$ cat config.mk
export PLATFORM = sky130hd
export DESIGN_NAME = radar_report_frame_parser_flat
export DESIGN_NICKNAME = d
export VERILOG_FILES = /design/src/rtl/rrfp_pkg.sv /design/src/rtl/rrfp_in_if.sv /design/src/rtl/rrfp_out_if.sv /design/src/rtl/radar_report_frame_parser.sv /design/src/rtl/rrfp_ram.sv /design/src/flat_wrapper.sv
export VERILOG_INCLUDE_DIRS = /design/src /design/src/rtl
export SDC_FILE = /design/constraint.sdc
export NUM_CORES = 1
export LEC_CHECK = 0
export BUFFER_PORTS_ARGS = -buffer_cell sky130_fd_sc_hd__clkbuf_2
export CAP_MARGIN = 20
export CORE_ASPECT_RATIO = 1.2
export CORE_UTILIZATION = 34
export DETAILED_ROUTE_END_ITERATION = 16
export GPL_TIMING_DRIVEN = 1
export PLACE_DENSITY = 0.52
export SLEW_MARGIN = 20
export SYNTH_ARGS = -nofsm -noshare
export SYNTH_HDL_FRONTEND = slang
export SYNTH_HIERARCHICAL = 1
export SYNTH_SLANG_ARGS = --single-unit
$ cat constraint.sdc
create_clock -name clk -period 3.56 [get_ports clk]
set_input_delay 0.178 -clock clk [delete_from_list [all_inputs] [get_ports clk]]
set_output_delay 0.178 -clock clk [all_outputs]
set_load 0.03 [all_outputs]
$ cat src/rtl/radar_report_frame_parser_macros.svh
`ifndef RADAR_REPORT_FRAME_PARSER_MACROS_SVH
`define RADAR_REPORT_FRAME_PARSER_MACROS_SVH

// same-cycle implication, sampled on clk, off while rst_n is low
`define RRFP_ASSERT_SAME(label, ante, cons, msg) \
  label: assert property (@(posedge clk) disable iff (!rst_n) (ante) |-> (cons)) \
    else $error(msg);

// next-cycle implication, sampled on clk, off while rst_n is low
`define RRFP_ASSERT_NEXT(label, ante, cons, msg) \
  label: assert property (@(posedge clk) disable iff (!rst_n) (ante) |=> (cons)) \
    else $error(msg);

`endif

$ cat src/rtl/rrfp_pkg.sv
package rrfp_pkg;

  localparam int NUM_TARGETS = 3;
  localparam int HDR_LEN     = 4;
  localparam int REC_LEN     = 8;
  localparam int REC_BYTES   = NUM_TARGETS * REC_LEN;
  localparam int FRAME_LEN   = HDR_LEN + REC_BYTES + 2;
  localparam int ADDR_W      = $clog2(FRAME_LEN);
  localparam int OFF_W       = $clog2(REC_BYTES);
  localparam int TGT_W       = (NUM_TARGETS > 1) ? $clog2(NUM_TARGETS) : 1;
  localparam int REC_W       = REC_LEN * 8;

  localparam logic [7:0] HDR_B0      = 8'hAA;
  localparam logic [7:0] HDR_B1      = 8'hFF;
  localparam logic [7:0] HDR_B2      = 8'h03;
  localparam logic [7:0] HDR_B3      = 8'h00;
  localparam logic [7:0] TAIL_B0     = 8'h55;
  localparam logic [7:0] TAIL_B1     = 8'hCC;
  localparam logic [7:0] MAG_HI_MASK = 8'h7F;

  typedef enum logic [2:0] {
    ST_HUNT,
    ST_BODY,
    ST_FETCH,
    ST_LOAD,
    ST_PUSH
  } parse_st_t;

  function automatic logic [7:0] hdr_byte(input logic [1:0] idx);
    logic [7:0] res;
    unique case (idx)
      2'd0: res = HDR_B0;
      2'd1: res = HDR_B1;
      2'd2: res = HDR_B2;
      2'd3: res = HDR_B3;
    endcase
    return res;
  endfunction

  // sign-magnitude word to two's complement
  function automatic logic signed [15:0] sm_to_tc(input logic [15:0] raw);
    logic [15:0] mag;
    mag = {1'b0, raw[14:0]};
    return raw[15] ? $signed(16'd0 - mag) : $signed(mag);
  endfunction

endpackage

$ cat src/rtl/rrfp_in_if.sv
interface rrfp_in_if;
  logic       valid;
  logic       ready;
  logic [7:0] rx_byte;

  modport source (output valid, output rx_byte, input ready);
  modport sink (input valid, input rx_byte, output ready);
endinterface

$ cat src/rtl/rrfp_out_if.sv
interface rrfp_out_if;
  logic               valid;
  logic               ready;
  logic               frame_status;
  logic [1:0]         target_index;
  logic signed [15:0] pos_x;
  logic signed [15:0] pos_y;
  logic signed [15:0] speed;
  logic [15:0]        distance_res;
  logic               target_valid;
  logic [1:0]         valid_count;
  logic [31:0]        good_frames;
  logic [31:0]        bad_frames;
  logic               last;

  modport source (
    output valid, output frame_status, output target_index, output pos_x, output pos_y,
    output speed, output distance_res, output target_valid, output valid_count,
    output good_frames, output bad_frames, output last, input ready
  );
  modport sink (
    input valid, input frame_status, input target_index, input pos_x, input pos_y,
    input speed, input distance_res, input target_valid, input valid_count,
    input good_frames, input bad_frames, input last, output ready
  );
endinterface

$ cat src/rtl/radar_report_frame_parser.sv
// Radar report frame parser. Bytes are taken one per cycle while the block hunts for the
// AA FF 03 00 header and gathers the frame body into a 30-byte frame RAM; the last tail byte
// of every frame waits for the output register to be empty. That byte of a rejected frame
// registers its single error result as it is taken. After a good tail the block reads each
// 8-byte target record back through the RAM's single read port, one byte a cycle, and holds
// input off while it fetches, loads and pushes each target, longer if the result side
// stalls. A new byte is taken while the final target result is still waiting at the output.
`include "radar_report_frame_parser_macros.svh"

module radar_report_frame_parser
  import rrfp_pkg::*;
(
  input logic          clk,
  input logic          rst_n,
  rrfp_in_if.sink      in_ch,
  rrfp_out_if.source   out_ch
);

  parse_st_t state_r, state_nxt;

  logic [1:0]             hm_r;
  logic [ADDR_W-1:0]      pos_r;
  logic                   tail0_r;
  logic [NUM_TARGETS-1:0] vflag_r;
  logic [31:0]            good_r;
  logic [31:0]            bad_r;
  logic [TGT_W-1:0]       tgt_r;
  logic [2:0]             k_r;
  logic                   rd_vld_r;
  logic [REC_W-1:0]       rec_r;

  logic               out_valid_r;
  logic               out_frame_status_r;
  logic [1:0]         out_target_index_r;
  logic signed [15:0] out_pos_x_r;
  logic signed [15:0] out_pos_y_r;
  logic signed [15:0] out_speed_r;
  logic [15:0]        out_distance_res_r;
  logic               out_target_valid_r;
  logic [1:0]         out_valid_count_r;
  logic [31:0]        out_good_frames_r;
  logic [31:0]        out_bad_frames_r;
  logic               out_last_r;

  logic              in_acc;
  logic [7:0]        rx_b;
  logic              hdr_hit;
  logic              hdr_done;
  logic              body_last;
  logic              tail_ok;
  logic              tgt_last;
  logic              out_free;
  logic              in_ready;
  logic              ram_wr;
  logic              ram_rd;
  logic              push_tgt;
  logic              push_err;
  logic [ADDR_W-1:0] rd_addr;
  logic [7:0]        rd_data;
  logic              body_rec;
  logic [OFF_W-1:0]  off;
  logic [TGT_W-1:0]  off_tgt;
  logic [7:0]        nz_mask;
  logic              byte_nz;
  logic              in_readout;
  logic              rd_window;
  logic              pos_in_body;
  logic              hunt_last;
  logic              err_shown;

  assign in_acc    = in_ch.valid && in_ch.ready;
  assign rx_b      = in_ch.rx_byte;
  assign hdr_hit   = rx_b == hdr_byte(hm_r);
  assign hdr_done  = hdr_hit && (hm_r == 2'd3);
  assign body_last = pos_r == ADDR_W'(FRAME_LEN - 1);
  assign tail_ok   = tail0_r && (rx_b == TAIL_B1);
  assign tgt_last  = tgt_r == TGT_W'(NUM_TARGETS - 1);
  assign out_free  = !out_valid_r || out_ch.ready;
  assign rd_addr   = ADDR_W'(HDR_LEN + REC_LEN * int'(tgt_r) + int'(k_r));

  // per-target nonzero tracking while the body streams in
  assign body_rec = pos_r < ADDR_W'(HDR_LEN + REC_BYTES);
  assign off      = OFF_W'(pos_r - ADDR_W'(HDR_LEN));
  assign off_tgt  = TGT_W'(off >> 3);
  assign nz_mask  = (off[2:0] == 3'd1 || off[2:0] == 3'd3 || off[2:0] == 3'd5) ?
                    MAG_HI_MASK : 8'hFF;
  assign byte_nz  = |(rx_b & nz_mask);

  always_comb begin
    state_nxt = state_r;
    unique case (state_r)
      ST_HUNT: begin
        if (in_acc && hdr_done) state_nxt = ST_BODY;
      end
      ST_BODY: begin
        if (in_acc && body_last) state_nxt = tail_ok ? ST_FETCH : ST_HUNT;
      end
      ST_FETCH: begin
        if (k_r == 3'd7) state_nxt = ST_LOAD;
      end
      ST_LOAD: begin
        state_nxt = ST_PUSH;
      end
      ST_PUSH: begin
        if (out_free) state_nxt = tgt_last ? ST_HUNT : ST_FETCH;
      end
    endcase
  end

  always_comb begin
    in_ready = 1'b0;
    ram_rd   = 1'b0;
    push_tgt = 1'b0;
    unique case (state_r)
      ST_HUNT:  in_ready = 1'b1;
      ST_BODY:  in_ready = !body_last || !out_valid_r;
      ST_FETCH: ram_rd = 1'b1;
      ST_LOAD:  ;
      ST_PUSH:  push_tgt = out_free;
    endcase
  end

  assign ram_wr   = (state_r == ST_BODY) && in_acc;
  assign push_err = ram_wr && body_last && !tail_ok;

  rrfp_ram #(
    .WIDTH (8),
    .DEPTH (FRAME_LEN)
  ) u_frame_ram (
    .clk     (clk),
    .wr_en   (ram_wr),
    .wr_addr (pos_r),
    .wr_data (rx_b),
    .rd_en   (ram_rd),
    .rd_addr (rd_addr),
    .rd_data (rd_data)
  );

  always_ff @(posedge clk) begin
    if (!rst_n) begin
      state_r     <= ST_HUNT;
      hm_r        <= '0;
      pos_r       <= '0;
      tail0_r     <= 1'b0;
      vflag_r     <= '0;
      good_r      <= '0;
      bad_r       <= '0;
      tgt_r       <= '0;
      k_r         <= '0;
      rd_vld_r    <= 1'b0;
      out_valid_r <= 1'b0;
    end else begin
      state_r  <= state_nxt;
      rd_vld_r <= ram_rd;
      if (state_r == ST_HUNT && in_acc) begin
        if (hdr_hit) begin
          hm_r <= hm_r + 2'd1;
        end else if (rx_b == HDR_B0) begin
          hm_r <= 2'd1;
        end else begin
          hm_r <= 2'd0;
        end
        if (hdr_done) begin
          pos_r   <= ADDR_W'(HDR_LEN);
          vflag_r <= '0;
        end
      end
      if (ram_wr) begin
        pos_r <= body_last ? '0 : pos_r + ADDR_W'(1);
        if (body_rec && byte_nz) vflag_r[off_tgt] <= 1'b1;
        if (pos_r == ADDR_W'(FRAME_LEN - 2)) tail0_r <= rx_b == TAIL_B0;
        if (body_last) begin
          if (tail_ok) begin
            good_r <= good_r + 32'd1;
          end else begin
            bad_r <= bad_r + 32'd1;
          end
          tgt_r <= '0;
          k_r   <= '0;
        end
      end
      if (ram_rd) k_r <= k_r + 3'd1;
      if (push_tgt) begin
        tgt_r <= tgt_r + TGT_W'(1);
        k_r   <= '0;
      end
      if (push_tgt || push_err) begin
        out_valid_r <= 1'b1;
      end else if (out_ch.ready) begin
        out_valid_r <= 1'b0;
      end
    end
  end

  always_ff @(posedge clk) begin
    if (rd_vld_r) rec_r <= {rd_data, rec_r[REC_W-1:8]};
    if (push_err) begin
      out_frame_status_r <= 1'b1;
      out_target_index_r <= '0;
      out_pos_x_r        <= '0;
      out_pos_y_r        <= '0;
      out_speed_r        <= '0;
      out_distance_res_r <= '0;
      out_target_valid_r <= 1'b0;
      out_valid_count_r  <= '0;
      out_good_frames_r  <= good_r;
      out_bad_frames_r   <= bad_r + 32'd1;
      out_last_r         <= 1'b1;
    end else if (push_tgt) begin
      out_frame_status_r <= 1'b0;
      out_target_index_r <= 2'(tgt_r);
      out_pos_x_r        <= sm_to_tc(rec_r[15:0]);
      out_pos_y_r        <= sm_to_tc(rec_r[31:16]);
      out_speed_r        <= sm_to_tc(rec_r[47:32]);
      out_distance_res_r <= rec_r[63:48];
      out_target_valid_r <= vflag_r[tgt_r];
      out_valid_count_r  <= 2'($countones(vflag_r));
      out_good_frames_r  <= good_r;
      out_bad_frames_r   <= bad_r;
      out_last_r         <= tgt_last;
    end
  end

  assign in_ch.ready         = in_ready;
  assign out_ch.valid        = out_valid_r;
  assign out_ch.frame_status = out_frame_status_r;
  assign out_ch.target_index = out_target_index_r;
  assign out_ch.pos_x        = out_pos_x_r;
  assign out_ch.pos_y        = out_pos_y_r;
  assign out_ch.speed        = out_speed_r;
  assign out_ch.distance_res = out_distance_res_r;
  assign out_ch.target_valid = out_target_valid_r;
  assign out_ch.valid_count  = out_valid_count_r;
  assign out_ch.good_frames  = out_good_frames_r;
  assign out_ch.bad_frames   = out_bad_frames_r;
  assign out_ch.last         = out_last_r;

  assign in_readout  = state_r == ST_FETCH || state_r == ST_LOAD || state_r == ST_PUSH;
  assign rd_window   = state_r == ST_FETCH || state_r == ST_LOAD;
  assign pos_in_body = pos_r >= ADDR_W'(HDR_LEN) && pos_r < ADDR_W'(FRAME_LEN);
  assign hunt_last   = state_r == ST_HUNT && out_valid_r && out_last_r;
  assign err_shown   = out_valid_r && out_frame_status_r && out_last_r;

  `RRFP_ASSERT_SAME(a_no_rx_in_emit, in_readout, !in_ch.ready, "byte request taken in readout")
  `RRFP_ASSERT_SAME(a_rd_in_fetch, rd_vld_r, rd_window, "frame ram read data outside readout")
  `RRFP_ASSERT_SAME(a_body_pos, state_r == ST_BODY, pos_in_body, "body position out of frame")
  `RRFP_ASSERT_NEXT(a_last_done, push_tgt && tgt_last, hunt_last, "readout did not end")
  `RRFP_ASSERT_NEXT(a_err_out, push_err, err_shown, "rejected frame gave no error result")

endmodule

$ cat src/rtl/rrfp_ram.sv
module rrfp_ram #(
  parameter int WIDTH = 8,
  parameter int DEPTH = 30,
  localparam int AW = (DEPTH > 1) ? $clog2(DEPTH) : 1
) (
  input  logic             clk,
  input  logic             wr_en,
  input  logic [AW-1:0]    wr_addr,
  input  logic [WIDTH-1:0] wr_data,
  input  logic             rd_en,
  input  logic [AW-1:0]    rd_addr,
  output logic [WIDTH-1:0] rd_data
);

  logic [WIDTH-1:0] mem_r [DEPTH];
  logic [WIDTH-1:0] rd_data_r;

  always_ff @(posedge clk) begin
    if (wr_en) begin
      mem_r[wr_addr] <= wr_data;
    end
    if (rd_en) begin
      rd_data_r <= mem_r[rd_addr];
    end
  end

  assign rd_data = rd_data_r;

endmodule

$ cat src/flat_wrapper.sv
// flat-port wrapper written by rule: the top's interface ports become plain ports
module radar_report_frame_parser_flat import rrfp_pkg::*;
  (clk, rst_n, in_ch_valid, in_ch_rx_byte, in_ch_ready, out_ch_valid, out_ch_frame_status, out_ch_target_index, out_ch_pos_x, out_ch_pos_y, out_ch_speed, out_ch_distance_res, out_ch_target_valid, out_ch_valid_count, out_ch_good_frames, out_ch_bad_frames, out_ch_last, out_ch_ready);
  rrfp_in_if in_ch_i ();
  rrfp_out_if out_ch_i ();
  input logic clk;
  input logic rst_n;
  input wire logic [$bits(in_ch_i.valid)-1:0] in_ch_valid;
  input wire logic [$bits(in_ch_i.rx_byte)-1:0] in_ch_rx_byte;
  output wire logic [$bits(in_ch_i.ready)-1:0] in_ch_ready;
  output wire logic [$bits(out_ch_i.valid)-1:0] out_ch_valid;
  output wire logic [$bits(out_ch_i.frame_status)-1:0] out_ch_frame_status;
  output wire logic [$bits(out_ch_i.target_index)-1:0] out_ch_target_index;
  output wire logic [$bits(out_ch_i.pos_x)-1:0] out_ch_pos_x;
  output wire logic [$bits(out_ch_i.pos_y)-1:0] out_ch_pos_y;
  output wire logic [$bits(out_ch_i.speed)-1:0] out_ch_speed;
  output wire logic [$bits(out_ch_i.distance_res)-1:0] out_ch_distance_res;
  output wire logic [$bits(out_ch_i.target_valid)-1:0] out_ch_target_valid;
  output wire logic [$bits(out_ch_i.valid_count)-1:0] out_ch_valid_count;
  output wire logic [$bits(out_ch_i.good_frames)-1:0] out_ch_good_frames;
  output wire logic [$bits(out_ch_i.bad_frames)-1:0] out_ch_bad_frames;
  output wire logic [$bits(out_ch_i.last)-1:0] out_ch_last;
  input wire logic [$bits(out_ch_i.ready)-1:0] out_ch_ready;
  assign in_ch_i.valid = in_ch_valid;
  assign in_ch_i.rx_byte = in_ch_rx_byte;
  assign in_ch_ready = in_ch_i.ready;
  assign out_ch_valid = out_ch_i.valid;
  assign out_ch_frame_status = out_ch_i.frame_status;
  assign out_ch_target_index = out_ch_i.target_index;
  assign out_ch_pos_x = out_ch_i.pos_x;
  assign out_ch_pos_y = out_ch_i.pos_y;
  assign out_ch_speed = out_ch_i.speed;
  assign out_ch_distance_res = out_ch_i.distance_res;
  assign out_ch_target_valid = out_ch_i.target_valid;
  assign out_ch_valid_count = out_ch_i.valid_count;
  assign out_ch_good_frames = out_ch_i.good_frames;
  assign out_ch_bad_frames = out_ch_i.bad_frames;
  assign out_ch_last = out_ch_i.last;
  assign out_ch_i.ready = out_ch_ready;
  radar_report_frame_parser u_core (.clk(clk), .rst_n(rst_n), .in_ch(in_ch_i), .out_ch(out_ch_i));
endmodule
==> impl_metrics.py <==
metrics = {
    "outcome": {
        "status": "finished clean",
    },
    "setup_path": {
        "start_kind": "flop",
        "reg2reg_depth": 6,
        "path_class": "reg -> reg",
        "cp_slowest_stage_delay_ns": 0.67,
        "r2r_setup_slack_ns": 0.63,
        "reg2reg_to": "u_core/u_frame_ram/mem_r[0][3]",
        "path_depth": 6,
        "worstPathCellList": "inv_1 > ha_1 > and3_1 > a21oi_2 > or3b_2 > nor2_1",
        "slowest_stage": "nor2_1",
        "critPathCaptureType": "flop",
        "crit_required_ns": 3.79,
        "cp-startpoint": "u_core/pos_r[1]",
        "reg2reg_from": "u_core/pos_r[1]",
        "worstPathArrival_ns": 3.16,
        "crit_family": "simple AND/OR/NAND/NOR gates",
        "critPathMaxFanout": 8,
        "worst-path-buf-inv": 1,
        "cp-endpoint": "u_core/u_frame_ram/mem_r[0][3]",
    },
    "synth": {
        "synth.area.top_cells": "edfxtp_1 52%, dfxtp_1 14%, mux4_2 2.9%",
        "synth_area_um2": 21700,
        "synth_top_area_cell": "edfxtp_1",
        "syn_avg_cell_area_um2": 13.3,
        "ys.flop_type": "edfxtp_1",
        "synth_fp_nets": 1661,
        "ys_ff_latch": 532,
        "synth_warnings": 6,
        "ys_async_sr_fraction_pct": 0,
        "yosysTopAreaCellShare_pct": 52.1,
        "ys_types": 75,
        "synth.most_common_cell": "edfxtp_1",
        "synth-edff-count": 376,
        "syn_inst": 1629,
        "yosysSeqAreaShare_pct": 66.6,
        "netlist_top_cells_count": "376 x edfxtp_1, 156 x dfxtp_1, 131 x nand2_1",
    },
    "final_layout": {
        "antenna_cells": 0,
        "drive_above_1_share_pct": 19.8,
        "fin_cells": 2690,
        "syn2layout_area_growth_pct": 17.7,
        "n_fill_cell": 5896,
        "nNetsFinal": 1853,
    },
    "timing": {
        "fmax_mhz": 341,
        "fin_skew_ns": 0.0223,
        "worstMarginPinSlew_ns": 0.885,
        "finalCritPeriodShare_pct": 82.3,
        "period_minus_slack_ns": 2.93,
        "final-setup-viol-count": 0,
        "finalMaxSlewViolations": 0,
        "setup_tns_ns": 0,
        "finalHoldViolations": 0,
        "worst_slew_margin_rel_pct": 40.2,
        "rsz0062_at_grt": "no",
    },
    "routing": {
        "first_pass_iters": 5,
        "first_iter_violations": 1038,
        "drc_errors": 0,
        "vias": 13800,
        "routed_wl_mm": 54.6,
        "vias_per_cell": 5.11,
        "wl_per_cell_um": 20.3,
        "drtAntennaViolNets": 0,
    },
    "floorplanning": {
        "row_count": 101,
        "initial_core_util_pct": 34.3,
        "die_w_um": 232,
        "core-area_um2": 63200,
        "die-area_um2": 64700,
        "fp.dieH_um": 278,
        "pin_count": 149,
    },
    "placed_design": {
        "placedCellCount": 2588,
        "portBuffers": 148,
        "routabilityCongestion": 0.832,
        "hpwlAfterDp_mm": 36.8,
    },
    "clock_tree": {
        "cts_tree": "done",
        "clock_path_buffers": 3,
        "cts_buffers": 53,
        "cts-root-buf": "clkbuf_16",
        "cts-htree-levels": 2,
        "clk_pin_slew_ns": 0.07,
        "cts_sinks": 532,
        "insertion_delay_ns": 0.61,
    },
    "power": {
        "leakage_nw": 8.90,
        "fin_total_pwr_w": 0.0129,
        "cellPowerDensity_nw_per_um2": 506,
        "peakVddDrop_mv": 0.378,
    },
    "grt": {
        "antenna_found_initial": 0,
        "first_global_vias": 13600,
        "overflow": 0,
        "grt_max_degree": 65,
        "grt_use_total_pct": 16.7,
        "grt_pass1_wl_mm": 82.4,
    },
    "worst_hold_path": {
        "holdCritPathClass": "in -> reg",
    },
    "flow_run": {
        "cap_violations": 0,
    },
}
## per-layer routing
layer	vias to the layer above	share of wire, %	global-route usage, %
li1	6485	-	-
met1	6783	43	21.5
met2	395	49	27.9
met3	91	5.4	2.86
met4	0	3.0	6.29
met5	-	0	0
## sequential cells by signal, summed over array words and instances, names as in the netlist, 2 cells and up
signal	count
u_core/bad_r	32
u_core/good_r	32
u_core/hm_r	2
u_core/k_r	3
u_core/out_ch.bad_frames	32
u_core/out_ch.distance_res	16
u_core/out_ch.good_frames	32
u_core/out_ch.pos_x	16
u_core/out_ch.pos_y	16
u_core/out_ch.speed	16
u_core/out_ch.target_index	2
u_core/out_ch.valid_count	2
u_core/pos_r	5
u_core/rec_r	64
u_core/state_r	3
u_core/tgt_r	2
u_core/u_frame_ram/mem_r	240
u_core/u_frame_ram/rd_data	8
u_core/vflag_r	3
## worst min-delay path by stage
stage                                       start                              end  slack [ns]  cells after the start
detailed placement  u_core/u_frame_ram/rd_data[0]                 u_core/rec_r[56]        0.42                      0
global placement    u_core/u_frame_ram/rd_data[0]                 u_core/rec_r[56]        0.40                      0
CTS                              in_ch_rx_byte[3]  u_core/u_frame_ram/mem_r[19][3]        0.14                      2
global route                                rst_n                  u_core/rd_vld_r        0.17                      3
floorplan                        in_ch_rx_byte[0]   u_core/u_frame_ram/mem_r[0][0]        0.28                      0
finish                                      rst_n                  u_core/rd_vld_r        0.15                      3
## cell type report
cell class                 count  area [µm²]  area share, %
sequential                   532       14400           56.6
multi-input combinational    985        6730           26.4
clock buffer                  61        1420           5.57
timing repair buffer         221        1320           5.18
tap                          824        1030           4.05
clock inverter                39         455           1.79
inverter                      28         105          0.412
## logic make-up (layout without fill, tap and decap cells)
group,count (synthesis),after routing,synth area share (%)
AOI/OAI and AO/OA,232,232,6.79
xor gates and xnor gates,90,90,3.64
adders and majority gates,20,20,1.19
buffers and inverters,112,349,2.46
DFF,532,532,66.6
muxes,100,100,6.43
and+or+nand+nor,543,543,12.9
## tightest hold or removal path: cells and delay by family
family                 cells  cell delay [ns]
AND/OR/NAND/NOR            1             0.17
buffers and inverters      2             0.35
## cell usage in the layout, fill, tap and decap left out, drive strengths merged, types with 19 or more instances in the layout
cell	Yosys	routed
nand2	131	131
dfxtp	156	156
mux2	20	20
and2	25	25
o21ai	54	54
buf	29	71
mux4	29	29
inv	28	30
nand2b	23	23
clkinv	0	23
or3	19	19
nor3	43	43
a21oi	75	75
nand3	49	49
nor2b	23	23
nor2	117	117
nand4	30	30
ha	19	19
xnor2	43	43
edfxtp	376	376
clkbuf	55	209
mux2i	51	51
xor2	47	47
## through the flow
stage	area [µm²]	setup slack (ns)	util, %	hold slack [ns]
after global placement	23600	0.782	37.3	0.402
after detailed placement	23600	0.690	37.3	0.417
after CTS	25500	0.654	40.3	0.138
after global routing	25500	0.322	40.3	0.168
final	25500	0.630	40.3	0.147
after floorplan	21700	0.246	-	0.277
## report_power, final
| part | switching [W] | internal, W | total (W) |
|---|---|---|---|
| clock | 0.00242 | 0.00359 | 0.00601 |
| sequential | 0.0000200 | 0.00662 | 0.00664 |
| combinational | 0.000188 | 0.0000563 | 0.000244 |
## repair_timing
item                      CTS  global route
hold endpoints to repair    4             0
hold buffers                2             0
resized for setup           0             0
buffers inserted            0             0
Note: power is estimated with default switching activity, not from simulation.
